<file path="config.mk">
export PLATFORM = sky130hd
export DESIGN_NAME = motor_command_validator_watchdog_unit
export DESIGN_NICKNAME = d
export VERILOG_FILES = /design/src/sv/mcvw_pkg.sv /design/src/sv/mcvw_front.sv /design/src/sv/mcvw_back.sv /design/src/sv/motor_command_validator_watchdog_unit.sv
export SDC_FILE = /design/constraint.sdc
export NUM_CORES = 1
export LEC_CHECK = 0
export ABC_AREA = 1
export BUFFER_PORTS_ARGS = -buffer_cell sky130_fd_sc_hd__clkbuf_2
export CAP_MARGIN = 30
export CORE_MARGIN = 2
export CORE_UTILIZATION = 49
export DETAILED_ROUTE_END_ITERATION = 10
export GPL_TIMING_DRIVEN = 0
export HOLD_SLACK_MARGIN = 0.02
export PLACE_DENSITY = 0.76
export SYNTH_ARGS = -nofsm -noshare
export SYNTH_HDL_FRONTEND = slang
export SYNTH_SLANG_ARGS = --single-unit
</file>
<file path="constraint.sdc">
create_clock -name clk -period 3.1 [get_ports clk]
set_clock_uncertainty 0.2 [all_clocks]
set_input_delay 0.775 -clock clk [delete_from_list [all_inputs] [get_ports clk]]
set_output_delay 0.775 -clock clk [all_outputs]
set_load 0.01 [all_outputs]
</file>
<file path="src/sv/mcvw_pkg.sv">
package mcvw_pkg;

    localparam logic [2:0] ST_ACCEPTED    = 3'd0;
    localparam logic [2:0] ST_CALIBRATING = 3'd1;
    localparam logic [2:0] ST_BAD_TYPE    = 3'd2;
    localparam logic [2:0] ST_SHORT       = 3'd3;
    localparam logic [2:0] ST_BAD_DRIVE   = 3'd4;
    localparam logic [2:0] ST_NON_FINITE  = 3'd5;
    localparam logic [2:0] ST_TICK        = 3'd6;

    localparam logic [1:0] CM_DISABLED    = 2'd0;
    localparam logic [1:0] CM_RUNNING     = 2'd1;
    localparam logic [1:0] CM_CALIBRATING = 2'd2;
    localparam logic [1:0] CM_FAULT       = 2'd3;

    localparam logic [3:0]  MIN_PAYLOAD   = 4'd7;
    localparam logic [15:0] TIMEOUT_RESET = 16'd100;
    localparam logic [31:0] F32_ONE       = 32'h3F80_0000;
    localparam logic [31:0] F32_EXP       = 32'h7F80_0000;

    // Classified item passed from front to back.
    typedef struct packed {
        logic [2:0]  status;
        logic        brake;
        logic [19:0] freq_hz;
        logic [31:0] duty_bits;
        logic        calibrating;
        logic        faulted;
        logic        bridge_running;
    } op_t;

endpackage

</file>
<file path="src/sv/mcvw_front.sv">
module mcvw_front
(
    input  logic             clk,
    input  logic             rst_n,
    input  logic             in_valid,
    output logic             in_ready,
    input  logic             mode,
    input  logic             remote_frame,
    input  logic             fd_frame,
    input  logic [3:0]       payload_len,
    input  logic [7:0]       drive_byte,
    input  logic [15:0]      freq_code,
    input  logic [31:0]      duty_bits,
    input  logic             calibrating,
    input  logic             faulted,
    input  logic             bridge_running,
    output logic             op_valid,
    input  logic             op_ready,
    output mcvw_pkg::op_t    op
);

    logic          full_reg;
    mcvw_pkg::op_t op_reg;
    mcvw_pkg::op_t op_next;
    logic [31:0]   clamped;

    assign in_ready = !full_reg || op_ready;
    assign op_valid = full_reg;
    assign op       = op_reg;

    always_comb
    begin
        if ({1'b0, duty_bits[30:0]} > mcvw_pkg::F32_ONE)
            clamped = {duty_bits[31], mcvw_pkg::F32_ONE[30:0]};
        else
            clamped = duty_bits;
        if (drive_byte == 8'd1)
            clamped[31] = 1'b0;
    end

    always_comb
    begin
        op_next.brake          = drive_byte[0];
        op_next.freq_hz        = {freq_code, 3'b000} + {3'b000, freq_code, 1'b0};
        op_next.duty_bits      = clamped;
        op_next.calibrating    = calibrating;
        op_next.faulted        = faulted;
        op_next.bridge_running = bridge_running;
        if (mode)
            op_next.status = mcvw_pkg::ST_TICK;
        else if (calibrating)
            op_next.status = mcvw_pkg::ST_CALIBRATING;
        else if (remote_frame || fd_frame)
            op_next.status = mcvw_pkg::ST_BAD_TYPE;
        else if (payload_len < mcvw_pkg::MIN_PAYLOAD)
            op_next.status = mcvw_pkg::ST_SHORT;
        else if (drive_byte > 8'd1)
            op_next.status = mcvw_pkg::ST_BAD_DRIVE;
        else if ((duty_bits & mcvw_pkg::F32_EXP) == mcvw_pkg::F32_EXP)
            op_next.status = mcvw_pkg::ST_NON_FINITE;
        else
            op_next.status = mcvw_pkg::ST_ACCEPTED;
    end

    always_ff @(posedge clk or negedge rst_n)
    begin
        if (!rst_n)
            full_reg <= 1'b0;
        else if (in_ready)
            full_reg <= in_valid;
    end

    // Load the queue stage on every accepted beat.
    always_ff @(posedge clk)
    begin
        if (in_valid && in_ready)
            op_reg <= op_next;
    end

endmodule

</file>
<file path="src/sv/mcvw_back.sv">
module mcvw_back
#(
    parameter int AGE_WIDTH = 16
)
(
    input  logic             clk,
    input  logic             rst_n,
    input  logic             cfg_we,
    input  logic [15:0]      cfg_wdata,
    input  logic             op_valid,
    output logic             op_ready,
    input  mcvw_pkg::op_t    op,
    output logic             out_valid,
    input  logic             out_ready,
    output logic [2:0]       status,
    output logic             request_brake,
    output logic [19:0]      request_freq_hz,
    output logic [31:0]      request_duty_bits,
    output logic [1:0]       drive_state,
    output logic             alive,
    output logic             force_disable,
    output logic [15:0]      command_age
);

    localparam logic [AGE_WIDTH-1:0] AGE_MAX = {AGE_WIDTH{1'b1}};
    localparam int CW = (AGE_WIDTH > 16) ? AGE_WIDTH : 16;

    logic [15:0]          timeout_reg;
    logic [AGE_WIDTH-1:0] age_reg;
    logic [AGE_WIDTH-1:0] age_next;
    logic [CW-1:0]        age_wide;
    logic                 brake_reg;
    logic [19:0]          freq_reg;
    logic [31:0]          duty_reg;
    logic                 ovalid_reg;
    logic [2:0]           status_reg;
    logic [1:0]           cmode_reg;
    logic                 alive_reg;
    logic                 fdis_reg;
    logic [15:0]          cage_reg;
    logic                 take;
    logic                 accept;
    logic                 wd_on;
    logic                 alive_next;
    logic [1:0]           cmode_next;

    assign op_ready = !ovalid_reg || out_ready;
    assign take     = op_valid && op_ready;
    assign accept   = op.status == mcvw_pkg::ST_ACCEPTED;

    always_comb
    begin
        age_next = age_reg;
        if (op.status == mcvw_pkg::ST_TICK)
        begin
            if (age_reg != AGE_MAX)
                age_next = age_reg + 1'b1;
        end
        else if (accept)
            age_next = '0;
        age_wide   = CW'(age_next);
        wd_on      = timeout_reg != 16'd0;
        alive_next = !wd_on || (age_wide < CW'(timeout_reg));
        if (op.calibrating)
            cmode_next = mcvw_pkg::CM_CALIBRATING;
        else if (op.faulted)
            cmode_next = mcvw_pkg::CM_FAULT;
        else if (!alive_next)
            cmode_next = mcvw_pkg::CM_DISABLED;
        else
            cmode_next = mcvw_pkg::CM_RUNNING;
    end

    always_ff @(posedge clk or negedge rst_n)
    begin
        if (!rst_n)
        begin
            timeout_reg <= mcvw_pkg::TIMEOUT_RESET;
            age_reg     <= '0;
            brake_reg   <= 1'b0;
            freq_reg    <= '0;
            duty_reg    <= '0;
            ovalid_reg  <= 1'b0;
        end
        else
        begin
            if (cfg_we)
                timeout_reg <= cfg_wdata;
            if (op_ready)
                ovalid_reg <= op_valid;
            if (take)
            begin
                age_reg <= age_next;
                if (accept)
                begin
                    brake_reg <= op.brake;
                    freq_reg  <= op.freq_hz;
                    duty_reg  <= op.duty_bits;
                end
            end
        end
    end

    always_ff @(posedge clk)
    begin
        if (take)
        begin
            status_reg <= op.status;
            cmode_reg  <= cmode_next;
            alive_reg  <= alive_next;
            fdis_reg   <= wd_on && !alive_next && op.bridge_running;
            if (age_wide > CW'(16'hFFFF))
                cage_reg <= 16'hFFFF;
            else
                cage_reg <= age_wide[15:0];
        end
    end

    // Held request shows the last accepted command; the other outputs show the last delivered beat.
    assign out_valid         = ovalid_reg;
    assign status            = status_reg;
    assign request_brake     = brake_reg;
    assign request_freq_hz   = freq_reg;
    assign request_duty_bits = duty_reg;
    assign drive_state       = cmode_reg;
    assign alive             = alive_reg;
    assign force_disable     = fdis_reg;
    assign command_age       = cage_reg;

endmodule

</file>
<file path="src/sv/motor_command_validator_watchdog_unit.sv">
// Channel | Direction | Handshake            | Payload
// in      | input     | in_valid / in_ready   | mode .. bridge_running
// out     | output    | out_valid / out_ready | status .. command_age
// cfg     | input     | cfg_we (no wait)      | cfg_wdata (command_timeout)
//
// One beat per cycle sustained while out_ready stays high: the front register
// classifies a beat, the back register applies it to the watchdog state.
// Each stage loads whenever its downstream slot is empty or being drained.
// Reset (rst_n, async) clears the age, the held request and sets timeout 100.
// A stalled out side fills both stages, then in_ready drops.
module motor_command_validator_watchdog_unit
#(
    parameter int AGE_WIDTH = 16
)
(
    input  logic        clk,
    input  logic        rst_n,
    input  logic        cfg_we,
    input  logic [15:0] cfg_wdata,
    input  logic        in_valid,
    output logic        in_ready,
    input  logic        mode,
    input  logic        remote_frame,
    input  logic        fd_frame,
    input  logic [3:0]  payload_len,
    input  logic [7:0]  drive_byte,
    input  logic [15:0] freq_code,
    input  logic [31:0] duty_bits,
    input  logic        calibrating,
    input  logic        faulted,
    input  logic        bridge_running,
    output logic        out_valid,
    input  logic        out_ready,
    output logic [2:0]  status,
    output logic        request_brake,
    output logic [19:0] request_freq_hz,
    output logic [31:0] request_duty_bits,
    output logic [1:0]  drive_state,
    output logic        alive,
    output logic        force_disable,
    output logic [15:0] command_age
);

    logic          op_valid;
    logic          op_ready;
    mcvw_pkg::op_t op;

    // Classify each beat and hold it in the front queue slot.
    mcvw_front u_front
    (
        .clk            (clk),
        .rst_n          (rst_n),
        .in_valid       (in_valid),
        .in_ready       (in_ready),
        .mode           (mode),
        .remote_frame   (remote_frame),
        .fd_frame       (fd_frame),
        .payload_len    (payload_len),
        .drive_byte     (drive_byte),
        .freq_code      (freq_code),
        .duty_bits      (duty_bits),
        .calibrating    (calibrating),
        .faulted        (faulted),
        .bridge_running (bridge_running),
        .op_valid       (op_valid),
        .op_ready       (op_ready),
        .op             (op)
    );

    // Advance the watchdog, update the held request, register the result.
    mcvw_back #(.AGE_WIDTH(AGE_WIDTH)) u_back
    (
        .clk               (clk),
        .rst_n             (rst_n),
        .cfg_we            (cfg_we),
        .cfg_wdata         (cfg_wdata),
        .op_valid          (op_valid),
        .op_ready          (op_ready),
        .op                (op),
        .out_valid         (out_valid),
        .out_ready         (out_ready),
        .status            (status),
        .request_brake     (request_brake),
        .request_freq_hz   (request_freq_hz),
        .request_duty_bits (request_duty_bits),
        .drive_state       (drive_state),
        .alive             (alive),
        .force_disable     (force_disable),
        .command_age       (command_age)
    );

endmodule

</file>
==> impl_metrics.csv <==
group,metric,value,unit
run_status,status,"finished with violations",
run_status,failed_checks,"negative setup slack",
pwr,p_per_area,674,nW/um^2
yosys,synth_area_per_cell,11.4,sq um
yosys,yosys_warnings,0,
clock_tree,cts_htree_levels,4,
floorplanning,floorplan.initialDensity,50.2,%
setup_path,worst-setup-path-type,"reg -> reg",
placement,postPlaceCellArea,8740,sq um
clock_tree,insertion_delay,0.42,ns
sta,max_slew_margin,47.3,%
detailed_routing,detail-route-antenna-nets,0,
detailed_routing,first_pass_iters,5,
detailed_routing,totalWireLength,17300,um
pwr,pwr-share-clk,31.0,%
clock_tree,clock_path_buffers,2,
sta,max_slew.worst_pin.slew,0.790,ns
pwr,power_frac_seq,45.7,%
detailed_routing,detail_route.wl_per_cell,15.7,um
detailed_routing,detailedRoute.firstIterationViolations,252,
setup_path,crit_chain,"nand2_4, nor2_4, nand2_2, nand2_2, nand2_4, buf_6, nand2_4, nor3_4, inv_2, o21ai_0, o21ai_2, inv_2, ha_1, a21oi_1, nor2_1, a211oi_2, nand2_1, nand2_1, nand2_2, nand2_2, nor2_1",
hold_path,hold_path_class,"in -> async",
clock_tree,tritoncts,"done",
layout,final_design_area_no_fill,9960,sq um
floorplanning,core_area,15200,sq um
layout,syn2layout_area_growth,30.5,%
placement,dp_cell_count,1025,
floorplanning,top_level_ports,165,
setup_path,reg2reg_setup_slack,-0.12,ns
pwr,comb_power_share,23.3,%
clock_tree,clk_transition_reported_paths,0.07,ns
pwr,irDropWorstVdd,0.414,mV
floorplanning,vertical_die_dimension,129,um
pwr,power.net_switching,2.05,mW
clock_tree,cts_buffers,17,
yosys,ys_async_sr_fraction,51.5,%
global_routing,pin_count_of_the_biggest_net_entering_global_routing,61,
sta,finalHoldViolations,0,
floorplanning,die_width,129,um
pwr,p_leak,4.75,nW
setup_path,start_kind,"flip-flop",
sta,layout_setup_ws,-0.116,ns
setup_path,endpoint_kind,"flip-flop",
layout,final-instance-count-excl-fill,1106,
sta,final-max-slew-violation-count,0,
global_routing,first_global_vias,5676,
sta,final-setup-viol-count,3,
layout,sequential_standard_cell_area,4590,sq um
setup_path,crit_path_frequent_cell,"sky130_fd_sc_hd__nand2_2",
setup_path,slowest_delay,0.47,ns
yosys,synth_flop_cell,"sky130_fd_sc_hd__dfrtp_1",
layout,largest_register_ffs,58,
placement,io_buffer_count,163,
layout,proportion_of_layout_cells_with_a_drive_suffix_above_1,40.5,%
layout,fillCellCount,1156,
yosys,synth_seq_area_share,60.1,%
sta,rsz0062_at_grt,"true",
pwr,power.share.switching,30.5,%
floorplanning,fp.dieArea,16600,sq um
job,drv.max_cap_violation_count,0,
sta,timing.final.crit_period,3.22,ns
placement,routabilityCongestion,0.871,
global_routing,grt_overflow_total,0,
clock_tree,root_buffer,"sky130_fd_sc_hd__clkbuf_16",
yosys,synth_cell_type_count,53,
global_routing,grt_antenna_before_repair,0,
setup_path,worst-path-max-fanout,5,
detailed_routing,via_per_inst,5.14,
setup_path,cp.required,3.09,ns
yosys,flop_and_latch_count_out_of_synthesis,167,
setup_path,cp.arrival,3.20,ns
pwr,power_report.internal_total,4.67,mW
placement,hpwlAfterDp,11900,um
floorplanning,rows,45,
detailed_routing,via_count,5681,
sta,finalSetupTns,-0.304,ns
yosys,cell_count_after_synthesis,671,
global_routing,grt_util_all_layers,21.0,%
detailed_routing,drc,0,
layout,fin_nets,1023,
clock_tree,holdBufCountCts,0,
clock_tree,cts.sinks,167,
setup_path,crit_slowest_cell,"sky130_fd_sc_hd__dfrtp_1",
global_routing,wire_length_of_the_first_global_routing_pass,26800,um
layout,antenna-diode-count,0,
sta,peak_freq,0.311,GHz
layout,multi_input_area,2860,sq um
yosys,synth.cell_area,7630,sq um
sta,final.period_utilization,104,%
placement,post-place-ws,-0.413,ns
yosys,synth_edf_count,81,
repair_timing:
item,CTS,global route
resized for setup,22,37
pin swaps,15,28
setup endpoints to repair,3,4
setup buffers,35,16
hold endpoints to repair,0,0
worst paths after layout:
check | depth (start not counted) | startpoint | end
worst min register to register | 1 | u_front.op[10] | u_back.request_duty_bits[7]
worst max register to register | 21 | u_back.age_reg[10] | u_back.force_disable
min in group clk | 1 | u_front.op[10] | u_back.request_duty_bits[7]
worst max-delay path | 21 | u_back.age_reg[10] | u_back.force_disable
worst min-delay path | 1 | rst_n | u_back.timeout_reg[1]
max in group asynchronous | 2 | rst_n | u_back.request_freq_hz[15]
power groups by stage:
stage	Clock, mW	Combinational [mW]	Sequential [mW]
6_report	2.08	1.57	3.07
5_1_grt	2.22	1.71	3.12
4_1_cts	2.12	1.50	3.07
3_5_place_dp	0	1.45	3.11
3_3_place_gp	0	1.40	3.09
2_1_floorplan	0	0.654	3.23
layer usage:
| layer | GRT usage, % | routed length, um |
|---|---|---|
| met1 | 23.4 | 6720 |
| met2 | 37.5 | 9040 |
| met3 | 6.15 | 1020 |
| met4 | 8.76 | 537 |
| met5 | 0 | 0 |
area by class of cell:
| class | count | area share [%] |
|---|---|---|
| plain buffers | 14 | 0.666 |
| clock buffers | 17 | 4.27 |
| clock inverters | 15 | 1.65 |
| inverters | 98 | 3.69 |
| multi-input cells | 393 | 28.7 |
| flip-flops and latches | 167 | 46.1 |
| well taps | 188 | 2.36 |
| repair buffers | 214 | 12.6 |
cells in the final DEF, fill, tap and decap left out, types with 3 or more instances in the layout:
master                       netlist  layout
sky130_fd_sc_hd__nor3_1           10       7
sky130_fd_sc_hd__edfxtp_1         81      81
sky130_fd_sc_hd__o21ai_2           2       5
sky130_fd_sc_hd__buf_6             0       5
sky130_fd_sc_hd__nand2_4           1       3
sky130_fd_sc_hd__nand4_1          10      10
sky130_fd_sc_hd__nand2_1         100      91
sky130_fd_sc_hd__clkinvlp_4        0       4
sky130_fd_sc_hd__nor4_1            6       6
sky130_fd_sc_hd__buf_4             1      45
sky130_fd_sc_hd__clkbuf_2          0     163
sky130_fd_sc_hd__nand2_2           6      13
sky130_fd_sc_hd__nor2_2            2       3
sky130_fd_sc_hd__nand3_1          13      12
sky130_fd_sc_hd__inv_8             0       5
sky130_fd_sc_hd__mux2_2           45      45
sky130_fd_sc_hd__nor3_4            1       5
sky130_fd_sc_hd__dfstp_2           3       3
sky130_fd_sc_hd__ha_1             30      25
sky130_fd_sc_hd__dfrtp_1          83      83
sky130_fd_sc_hd__o21ai_1           6       5
sky130_fd_sc_hd__inv_2             2       8
sky130_fd_sc_hd__nor2_4            3       5
sky130_fd_sc_hd__mux2_1            8       8
sky130_fd_sc_hd__o21ai_0          41      39
sky130_fd_sc_hd__a21oi_1          24      19
sky130_fd_sc_hd__nor2_1           38      35
sky130_fd_sc_hd__a21oi_2           0       4
sky130_fd_sc_hd__xor2_1            9       9
sky130_fd_sc_hd__xnor2_1           5       5
sky130_fd_sc_hd__buf_2             7       7
sky130_fd_sc_hd__inv_1            96      90
sky130_fd_sc_hd__clkbuf_1          6       5
sky130_fd_sc_hd__clkbuf_16         0      17
sky130_fd_sc_hd__ha_4              0       4
synth_stat cells (3+ instances only):
cell	n	area, sq um
sky130_fd_sc_hd__dfrtp_1	83	2080
sky130_fd_sc_hd__mux2_2	45	507
sky130_fd_sc_hd__nor4_1	6	37.5
sky130_fd_sc_hd__nand4_1	10	62.6
sky130_fd_sc_hd__a21oi_1	24	120
sky130_fd_sc_hd__buf_2	7	35.0
sky130_fd_sc_hd__inv_1	96	360
sky130_fd_sc_hd__nor2_4	3	33.8
sky130_fd_sc_hd__dfstp_2	3	78.8
sky130_fd_sc_hd__nand2_2	6	37.5
sky130_fd_sc_hd__ha_1	30	375
sky130_fd_sc_hd__xor2_1	9	78.8
sky130_fd_sc_hd__o21ai_0	41	205
sky130_fd_sc_hd__xnor2_1	5	43.8
sky130_fd_sc_hd__edfxtp_1	81	2430
sky130_fd_sc_hd__nor3_1	10	50.1
sky130_fd_sc_hd__clkbuf_1	6	22.5
sky130_fd_sc_hd__nand3_1	13	65.1
sky130_fd_sc_hd__mux2_1	8	90.1
sky130_fd_sc_hd__o21ai_1	6	30.0
sky130_fd_sc_hd__nor2_1	38	143
sky130_fd_sc_hd__nand2_1	100	375
critical path, delay by kind of cell (launching register included):
family          cells  cell delay, ns
buf+inv             3            0.26
compound gates      4            0.61
flops               1            0.47
simple gates       13            1.19
fa+ha+maj           1            0.23
logic make-up after synthesis:
family	share of synthesized area, %
and+or+nand+nor	12.8
DFF	60.1
buffers and inverters	5.67
AOI/OAI and AO/OA	6.80
muxes	7.82
adders and majority gates	5.18
xor gates and xnor gates	1.61
other	0.0491
per-stage QoR:
stage	power (mW)	utilization, %	hold slack, ns
global route	7.05	65.5	0.128
finish	6.72	65.5	0.117
global placement	4.50	57.2	0.236
detailed placement	4.56	57.5	0.243
CTS	6.69	63.8	0.114
floorplan	3.89	-	0.232
Power figures use the tool's default switching activity.
